`src/sv/sha256_pkg.sv`:
```
package sha256_pkg;

  typedef enum logic [1:0] {
    REQ_ABSORB  = 2'd0,
    REQ_DIGEST  = 2'd1,
    REQ_RESTART = 2'd2,
    REQ_NONE    = 2'd3
  } req_e;

  localparam logic [255:0] H_INIT = {
    32'h6a09e667, 32'hbb67ae85, 32'h3c6ef372, 32'ha54ff53a,
    32'h510e527f, 32'h9b05688c, 32'h1f83d9ab, 32'h5be0cd19
  };

  function automatic logic [31:0] round_k(input logic [5:0] t);
    logic [31:0] k;
    unique case (t)
      6'd0: k = 32'h428a2f98;   6'd1: k = 32'h71374491;
      6'd2: k = 32'hb5c0fbcf;   6'd3: k = 32'he9b5dba5;
      6'd4: k = 32'h3956c25b;   6'd5: k = 32'h59f111f1;
      6'd6: k = 32'h923f82a4;   6'd7: k = 32'hab1c5ed5;
      6'd8: k = 32'hd807aa98;   6'd9: k = 32'h12835b01;
      6'd10: k = 32'h243185be;  6'd11: k = 32'h550c7dc3;
      6'd12: k = 32'h72be5d74;  6'd13: k = 32'h80deb1fe;
      6'd14: k = 32'h9bdc06a7;  6'd15: k = 32'hc19bf174;
      6'd16: k = 32'he49b69c1;  6'd17: k = 32'hefbe4786;
      6'd18: k = 32'h0fc19dc6;  6'd19: k = 32'h240ca1cc;
      6'd20: k = 32'h2de92c6f;  6'd21: k = 32'h4a7484aa;
      6'd22: k = 32'h5cb0a9dc;  6'd23: k = 32'h76f988da;
      6'd24: k = 32'h983e5152;  6'd25: k = 32'ha831c66d;
      6'd26: k = 32'hb00327c8;  6'd27: k = 32'hbf597fc7;
      6'd28: k = 32'hc6e00bf3;  6'd29: k = 32'hd5a79147;
      6'd30: k = 32'h06ca6351;  6'd31: k = 32'h14292967;
      6'd32: k = 32'h27b70a85;  6'd33: k = 32'h2e1b2138;
      6'd34: k = 32'h4d2c6dfc;  6'd35: k = 32'h53380d13;
      6'd36: k = 32'h650a7354;  6'd37: k = 32'h766a0abb;
      6'd38: k = 32'h81c2c92e;  6'd39: k = 32'h92722c85;
      6'd40: k = 32'ha2bfe8a1;  6'd41: k = 32'ha81a664b;
      6'd42: k = 32'hc24b8b70;  6'd43: k = 32'hc76c51a3;
      6'd44: k = 32'hd192e819;  6'd45: k = 32'hd6990624;
      6'd46: k = 32'hf40e3585;  6'd47: k = 32'h106aa070;
      6'd48: k = 32'h19a4c116;  6'd49: k = 32'h1e376c08;
      6'd50: k = 32'h2748774c;  6'd51: k = 32'h34b0bcb5;
      6'd52: k = 32'h391c0cb3;  6'd53: k = 32'h4ed8aa4a;
      6'd54: k = 32'h5b9cca4f;  6'd55: k = 32'h682e6ff3;
      6'd56: k = 32'h748f82ee;  6'd57: k = 32'h78a5636f;
      6'd58: k = 32'h84c87814;  6'd59: k = 32'h8cc70208;
      6'd60: k = 32'h90befffa;  6'd61: k = 32'ha4506ceb;
      6'd62: k = 32'hbef9a3f7;  6'd63: k = 32'hc67178f2;
      default: k = 32'h0;
    endcase
    return k;
  endfunction

  function automatic logic [31:0] rotr(input logic [31:0] x, input int n);
    return (x >> n) | (x << (32 - n));
  endfunction

endpackage

```
`src/sv/sha256_if.sv`:
```
interface sha256_req_if;
  logic       valid;
  logic       ready;
  logic [1:0] req_type;
  logic [7:0] data_byte;
  modport source (output valid, req_type, data_byte, input ready);
  modport sink (input valid, req_type, data_byte, output ready);
endinterface

interface sha256_dig_if;
  logic        valid;
  logic        ready;
  logic [31:0] digest_word;
  logic [2:0]  word_index;
  logic        last_word;
  modport source (output valid, digest_word, word_index, last_word, input ready);
  modport sink (input valid, digest_word, word_index, last_word, output ready);
endinterface

```
`src/sv/sha256_round.sv`:
```
// One compression round: working variables and message schedule word.
module sha256_round import sha256_pkg::*; (
  input  logic [255:0] v_i,
  input  logic [31:0]  w_i,
  input  logic [5:0]   t_i,
  output logic [255:0] v_o
);
  logic [31:0] a, b, c, d, e, f, g, h, s0, s1, ch, mj, t1, t2;
  always_comb begin
    {a, b, c, d, e, f, g, h} = v_i;
    s1 = rotr(e, 6) ^ rotr(e, 11) ^ rotr(e, 25);
    ch = (e & f) ^ (~e & g);
    t1 = h + s1 + ch + round_k(t_i) + w_i;
    s0 = rotr(a, 2) ^ rotr(a, 13) ^ rotr(a, 22);
    mj = (a & b) ^ (a & c) ^ (b & c);
    t2 = s0 + mj;
    v_o = {t1 + t2, a, b, c, d + t1, e, f, g};
  end
endmodule

```
`src/sv/sha256_sched.sv`:
```
// Rolling 16-word message schedule.
module sha256_sched import sha256_pkg::*; (
  input  logic        clk_i,
  input  logic        feed_sel_i,
  input  logic [31:0] feed_i,
  input  logic        shift_i,
  output logic [31:0] w_o
);
  logic [31:0] w_q [16];
  logic [31:0] g0, g1, wn;
  always_comb begin
    g1 = rotr(w_q[14], 17) ^ rotr(w_q[14], 19) ^ (w_q[14] >> 10);
    g0 = rotr(w_q[1], 7) ^ rotr(w_q[1], 18) ^ (w_q[1] >> 3);
    wn = g1 + w_q[9] + g0 + w_q[0];
  end
  // words 0..15 come from the block, later ones from the recurrence
  assign w_o = feed_sel_i ? feed_i : wn;
  always_ff @(posedge clk_i) begin
    if (shift_i) begin
      for (int i = 0; i < 15; i++) w_q[i] <= w_q[i+1];
      w_q[15] <= w_o;
    end
  end
endmodule

```
`src/sv/sha256_stream_hasher_core.sv`:
```
// Absorb: one byte per accepted request; every 64th byte starts a compression (64 rounds,
// one a cycle, plus a load step and a hash update) in the single shared round unit.
// Digest: compresses one or two padded blocks, then sends eight words, one per cycle
// when the sink is ready. Restart reloads the initial hash and clears the counters.
// Reset loads the initial hash values and clears the counters; buffer contents
// are undefined until written.
module sha256_stream_hasher_core import sha256_pkg::*; (
  input  logic clk_i,
  input  logic rst_ni,
  sha256_req_if.sink   req_i,
  sha256_dig_if.source dig_o
);
  localparam logic [2:0] S_IDLE = 3'd0, S_LOAD = 3'd1, S_ROUND = 3'd2,
                         S_ADD = 3'd3, S_OUT = 3'd4;

  // byte buffer memory, four bytes per word, big-endian within a word
  logic [31:0] buf_mem [16];
  logic [3:0]  rd_addr;
  logic [31:0] rd_q, feed;
  logic [5:0]  fill_q, fill_d;
  logic [63:0] bits_q, bits_d;
  logic [255:0] hash_q, hash_d, hv_q, hv_d, v_q, v_d, v_next;
  logic [2:0]  st_q, st_d;
  logic [5:0]  t_q, t_d;
  logic        dig_q, dig_d, two_q, two_d, second_q, second_d;
  logic [2:0]  oi_q, oi_d;
  logic [31:0] w;
  logic        acc;

  assign acc = req_i.valid && req_i.ready;
  assign req_i.ready = (st_q == S_IDLE);

  // word t+1 is fetched during round t
  assign rd_addr = (st_q == S_ROUND) ? t_q[3:0] + 4'd1 : 4'd0;

  always_ff @(posedge clk_i) begin
    if (acc && req_i.req_type == REQ_ABSORB)
      buf_mem[fill_q[5:2]][31 - 8*fill_q[1:0] -: 8] <= req_i.data_byte;
    rd_q <= buf_mem[rd_addr];
  end

  always_comb begin
    logic [63:0] total;
    total = bits_q + {55'd0, fill_q, 3'd0};
    for (int k = 0; k < 4; k++) begin
      logic [5:0] bi;
      logic [7:0] bv;
      bi = {t_q[3:0], 2'(k)};
      if (!dig_q) bv = rd_q[31 - 8*k -: 8];
      else if (second_q || !two_q) begin
        if (bi >= 6'd56) bv = total[63 - 8*bi[2:0] -: 8];
        else if (second_q) bv = 8'd0;
        else if (bi < fill_q) bv = rd_q[31 - 8*k -: 8];
        else if (bi == fill_q) bv = 8'h80;
        else bv = 8'd0;
      end else begin
        if (bi < fill_q) bv = rd_q[31 - 8*k -: 8];
        else if (bi == fill_q) bv = 8'h80;
        else bv = 8'd0;
      end
      feed[31 - 8*k -: 8] = bv;
    end
  end

  sha256_sched u_sched (
    .clk_i, .feed_sel_i(t_q[5:4] == 2'd0), .feed_i(feed), .shift_i(st_q == S_ROUND),
    .w_o(w)
  );

  sha256_round u_round (.v_i(v_q), .w_i(w), .t_i(t_q), .v_o(v_next));

  always_comb begin
    st_d = st_q; t_d = t_q; fill_d = fill_q; bits_d = bits_q;
    hash_d = hash_q; hv_d = hv_q; v_d = v_q;
    dig_d = dig_q; two_d = two_q; second_d = second_q; oi_d = oi_q;
    unique case (st_q)
      S_IDLE: if (acc) begin
        unique case (req_i.req_type)
          REQ_ABSORB: begin
            fill_d = fill_q + 6'd1;
            if (fill_q == 6'd63) begin
              dig_d = 1'b0; st_d = S_LOAD; hv_d = hash_q;
            end
          end
          REQ_DIGEST: begin
            dig_d = 1'b1; second_d = 1'b0; two_d = (fill_q >= 6'd56);
            hv_d = hash_q; st_d = S_LOAD;
          end
          REQ_RESTART: begin
            hash_d = H_INIT; fill_d = '0; bits_d = '0;
          end
          default: ;
        endcase
      end
      S_LOAD: begin
        v_d = hv_q; t_d = '0; st_d = S_ROUND;
      end
      S_ROUND: begin
        v_d = v_next; t_d = t_q + 6'd1;
        if (t_q == 6'd63) st_d = S_ADD;
      end
      S_ADD: begin
        for (int i = 0; i < 8; i++) hv_d[32*i +: 32] = hv_q[32*i +: 32] + v_q[32*i +: 32];
        if (!dig_q) begin
          hash_d = hv_d; bits_d = bits_q + 64'd512; st_d = S_IDLE;
        end else if (two_q && !second_q) begin
          second_d = 1'b1; st_d = S_LOAD;
        end else begin
          oi_d = '0; st_d = S_OUT;
        end
      end
      S_OUT: if (dig_o.ready) begin
        oi_d = oi_q + 3'd1;
        if (oi_q == 3'd7) st_d = S_IDLE;
      end
      default: st_d = S_IDLE;
    endcase
  end

  assign dig_o.valid = (st_q == S_OUT);
  assign dig_o.digest_word = hv_q[255 - 32*oi_q -: 32];
  assign dig_o.word_index = oi_q;
  assign dig_o.last_word = (oi_q == 3'd7);

  always_ff @(posedge clk_i or negedge rst_ni) begin
    if (!rst_ni) begin
      st_q <= S_IDLE; fill_q <= '0; bits_q <= '0; hash_q <= H_INIT;
      t_q <= '0; dig_q <= 1'b0; two_q <= 1'b0; second_q <= 1'b0; oi_q <= '0;
    end else begin
      st_q <= st_d; fill_q <= fill_d; bits_q <= bits_d; hash_q <= hash_d;
      t_q <= t_d; dig_q <= dig_d; two_q <= two_d; second_q <= second_d; oi_q <= oi_d;
    end
  end

  always_ff @(posedge clk_i) begin
    hv_q <= hv_d; v_q <= v_d;
  end
endmodule

```
`src/flat_wrapper.sv`:
```
// flat-port wrapper written by rule: the top's interface ports become plain ports
module sha256_stream_hasher_core_flat import sha256_pkg::*;
  (clk_i, rst_ni, req_i_valid, req_i_req_type, req_i_data_byte, req_i_ready, dig_o_valid, dig_o_digest_word, dig_o_word_index, dig_o_last_word, dig_o_ready);
  sha256_req_if req_i_i ();
  sha256_dig_if dig_o_i ();
  input  logic clk_i;
  input  logic rst_ni;
  input wire logic [$bits(req_i_i.valid)-1:0] req_i_valid;
  input wire logic [$bits(req_i_i.req_type)-1:0] req_i_req_type;
  input wire logic [$bits(req_i_i.data_byte)-1:0] req_i_data_byte;
  output wire logic [$bits(req_i_i.ready)-1:0] req_i_ready;
  output wire logic [$bits(dig_o_i.valid)-1:0] dig_o_valid;
  output wire logic [$bits(dig_o_i.digest_word)-1:0] dig_o_digest_word;
  output wire logic [$bits(dig_o_i.word_index)-1:0] dig_o_word_index;
  output wire logic [$bits(dig_o_i.last_word)-1:0] dig_o_last_word;
  input wire logic [$bits(dig_o_i.ready)-1:0] dig_o_ready;
  assign req_i_i.valid = req_i_valid;
  assign req_i_i.req_type = req_i_req_type;
  assign req_i_i.data_byte = req_i_data_byte;
  assign req_i_ready = req_i_i.ready;
  assign dig_o_valid = dig_o_i.valid;
  assign dig_o_digest_word = dig_o_i.digest_word;
  assign dig_o_word_index = dig_o_i.word_index;
  assign dig_o_last_word = dig_o_i.last_word;
  assign dig_o_i.ready = dig_o_ready;
  sha256_stream_hasher_core u_core (.clk_i(clk_i), .rst_ni(rst_ni), .req_i(req_i_i), .dig_o(dig_o_i));
endmodule
```
`config.mk`:
```
export PLATFORM = sky130hd
export DESIGN_NAME = sha256_stream_hasher_core_flat
export DESIGN_NICKNAME = d
export VERILOG_FILES = /design/src/sv/sha256_pkg.sv /design/src/sv/sha256_if.sv /design/src/sv/sha256_round.sv /design/src/sv/sha256_sched.sv /design/src/sv/sha256_stream_hasher_core.sv /design/src/flat_wrapper.sv
export SDC_FILE = /design/constraint.sdc
export NUM_CORES = 2
export LEC_CHECK = 0
export BUFFER_PORTS_ARGS = -buffer_cell sky130_fd_sc_hd__buf_2
export CORE_UTILIZATION = 69
export DETAILED_ROUTE_END_ITERATION = 8
export HOLD_SLACK_MARGIN = 0.08
export PLACE_DENSITY_LB_ADDON = 0.1
export SYNTH_ARGS = -nofsm -noshare
export SYNTH_HDL_FRONTEND = slang
export SYNTH_HIERARCHICAL = 1
export SYNTH_SLANG_ARGS = --single-unit
```
`constraint.sdc`:
```
create_clock -name clk_i -period 65.4 [get_ports clk_i]
set_input_delay 9.81 -clock clk_i [delete_from_list [all_inputs] [get_ports clk_i]]
set_output_delay 9.81 -clock clk_i [all_outputs]
set_load 0.03 [all_outputs]
```
==> flow_metrics.py <==
metrics = {
    "critical_path": {
        "crit_fanout": 37,
        "regToRegSetupSlack_ns": 53.12,
        "cp-start-kind": "flop",
        "worstReg2RegStart": "u_core/u_sched/w_q[1][4]$_DFFE_PP_",
        "rr_endpoint": "u_core/v_q[255]$_DFFE_PP_",
        "worstPathArrival_ns": 3.82,
        "cp-end-kind": "output port",
        "reg2reg_depth": 41,
        "required_ns": 55.59,
        "crit_type": "flop to output port",
    },
    "grt": {
        "grtUsageMet2_pct": 57.9,
        "grt_pass1_wl_mm": 456,
        "grt_busiest_layer": "met1",
        "gr-usage-all-layers_pct": 40.2,
        "grt-ovfl-total": 0,
        "met3_usage_pct": 9.63,
        "grt_max_degree": 200,
        "antenna_found_initial": 8,
        "first_global_vias": 71600,
        "grtUsageMet1_pct": 59.9,
    },
    "clock_tree": {
        "postCtsSetupBuffers": 0,
        "root_buffer": "clkbuf_16",
        "cts_tree": "done",
        "h-tree-depth": 4,
        "cts_sinks": 1900,
        "hold_buffers": 0,
        "numCtsBuffers": 191,
        "clk_pin_slew_ns": 0.06,
        "cts_buffer_depth": 3,
        "worstSkewPairLatency_ns": 0.87,
        "cts_resized": 0,
    },
    "route": {
        "wirelength_mm": 307,
        "drt_iter0_drc": 11200,
        "vias": 76200,
        "vias_per_cell": 6.69,
        "drtPass1Iterations": 8,
        "ant_nets": 0,
        "wl_per_cell_um": 27.0,
        "drc_errors": 0,
    },
    "place": {
        "io_buffers": 51,
        "routabilityCongestion": 1.02,
        "dp_slack_ns": 51.94,
        "dp_cells": 11000,
        "place_hpwl_mm": 207,
    },
    "synth": {
        "synth_edf_count": 1536,
        "syn_nets": 10100,
        "yosys.area.top_type": "edfxtp_1",
        "ys_seq_elements": 1900,
        "ys_types": 108,
        "seq_area_frac_synth_pct": 53.1,
        "synth_area_leaders": "edfxtp_1, nand2_1, ha_1, dfrtp_1, fa_1",
        "synth_flop_cell": "edfxtp_1",
        "synthArstFlopShare_pct": 17.5,
        "ys_warn_count": 6,
        "syn_inst": 9513,
        "syn_area_um2": 104000,
        "postSynthAreaPerCell_um2": 10.9,
        "netlist.area_leader.share_pct": 44.3,
    },
    "floorplanning": {
        "die_area_um2": 152000,
        "io_pins": 52,
        "start_util_pct": 69.5,
        "core.rowCount": 142,
        "core_um2": 150000,
        "die_w_um": 390,
        "die_h_um": 390,
    },
    "layout": {
        "final_cell_mix": "nand2_1, edfxtp_1, o21ai_0",
        "syn2layout_area_growth_pct": 6.51,
        "final_common_cell": "nand2_1",
        "nets": 9806,
        "n_fill_cell": 10100,
        "drive_gt1_share_pct": 8.10,
        "finalNonFillerCells": 11400,
    },
    "sta": {
        "max_freq_ghz": 0.0734,
        "fin_setup_tns_ns": 0,
        "slew_violations": 0,
        "worstMarginPinSlew_ns": 1.33,
        "grt_setup_unrepaired": "no",
        "fin_crit_ns": 13.63,
        "skew_ns": 0.0892,
        "setup_viol": 0,
        "finalCritPeriodShare_pct": 20.8,
        "max_slew_margin_pct": 10.1,
        "hold_viol_final": 0,
        "setup_ws_ns": 51.77,
    },
    "min_path": {
        "min_to": "u_core/u_sched/w_q[11][20]$_DFFE_PP_",
        "min_path_cells": 0,
        "min_from": "u_core/u_sched/w_q[12][20]$_DFFE_PP_",
        "holdCritPathClass": "flop to flop",
    },
    "run_status": {
        "run_status": "complete, no violations",
    },
    "job": {
        "max_cap_violations": 0,
    },
}
## cell usage after synthesis (all sizes together) (20+ instances only)
| cell | number |
|---|---|
| nand3 | 232 |
| mux2 | 48 |
| mux4 | 83 |
| a31oi | 72 |
| o21a | 58 |
| a21o | 205 |
| o21bai | 40 |
| nand2 | 1786 |
| or3 | 28 |
| inv | 375 |
| and3 | 76 |
| nand2b | 55 |
| edfxtp | 1536 |
| a211oi | 82 |
| dfrtp | 196 |
| xor2 | 216 |
| buf | 259 |
| and2 | 53 |
| xnor2 | 425 |
| nor3 | 78 |
| o31ai | 38 |
| nor2b | 52 |
| a21oi | 505 |
| o21ai | 781 |
| a311oi | 88 |
| dfstp | 136 |
| dfxtp | 32 |
| nor2 | 457 |
| fa | 195 |
| mux2i | 165 |
| clkbuf | 378 |
| o211ai | 32 |
| ha | 399 |
| maj3 | 20 |
| nand4 | 49 |
## worst max-delay path by stage
stage	cells after the start	to	from
after floorplan	4	u_core/hv_q[0]$_DFFE_PP_	req_i_req_type[1]
after CTS	4	dig_o_digest_word[15]	u_core/dig_o.word_index[0]$_DFFE_PN0P_
after global placement	8	u_core/hv_q[217]$_DFFE_PP_	req_i_req_type[1]
after detailed placement	8	u_core/hv_q[214]$_DFFE_PP_	req_i_req_type[1]
final	4	dig_o_digest_word[13]	u_core/dig_o.word_index[0]$_DFFE_PN0P_
after global routing	4	dig_o_digest_word[14]	u_core/dig_o.word_index[0]$_DFFE_PN0P_
## critical path: stages, from the launching register on
cell,delay (ns)
dfrtp_4,0.89
buf_4,0.78
mux4_2,0.59
mux2_2,0.38
buf_2,0.22
## registers in the layout, summed over array words and instances, names as in the netlist, 3 cells and up
signal	flops
u_core/fill_q	6
u_core/bits_q	55
u_core/hash_q	256
u_core/hv_q	256
u_core/st_q	3
u_core/rd_q	32
u_core/u_sched/w_q	512
u_core/v_q	256
u_core/dig_o.word_index	3
u_core/t_q	6
u_core/buf_mem	512
## routing by layer
layer / routed length [µm] / share of wire, % / up-vias
met5: 29 / 0.0094 / -
met4: 12100 / 3.9 / 4
met3: 41700 / 14 / 753
met2: 131000 / 43 / 5128
met1: 122000 / 40 / 37100
li1: - / - / 33200
## cell families after synthesis
group                    Yosys count  synth area share [%]
AO/OA/AOI/OAI                   2096                  12.4
multiplexers                     296                  3.90
XOR/XNOR                         643                  5.43
adder cells (fa/ha/maj)          614                  8.74
AND/OR/NAND/NOR                 2950                  12.1
buffers and inverters           1014                  4.37
flip-flops                      1900                  53.1
## final cells by class
| cell class | instances | area (µm²) | share of cell area [%] |
|---|---|---|---|
| flip-flops and latches | 1900 | 55300 | 49.8 |
| multi-input cells | 6599 | 44400 | 40.1 |
| clock buffers | 267 | 5250 | 4.73 |
| well taps | 2016 | 2520 | 2.27 |
| inverters | 377 | 1430 | 1.29 |
| clock inverters | 94 | 1100 | 0.996 |
| repair buffers | 129 | 901 | 0.812 |
| diodes | 5 | 12.5 | 0.0113 |
## per-stage QoR
| step | hold slack [ns] | utilization [%] | area (µm²) |
|---|---|---|---|
| floorplan | 0.400 | - | 104000 |
| global placement | 0.400 | 69.8 | 105000 |
| detailed placement | 0.405 | 69.8 | 105000 |
| CTS | 0.368 | 74.0 | 111000 |
| global route | 0.381 | 74.0 | 111000 |
| finish | 0.375 | 74.0 | 111000 |
Power is not shown: default switching activity piles up to over one toggle a cycle in this logic, so the estimate is an artifact.
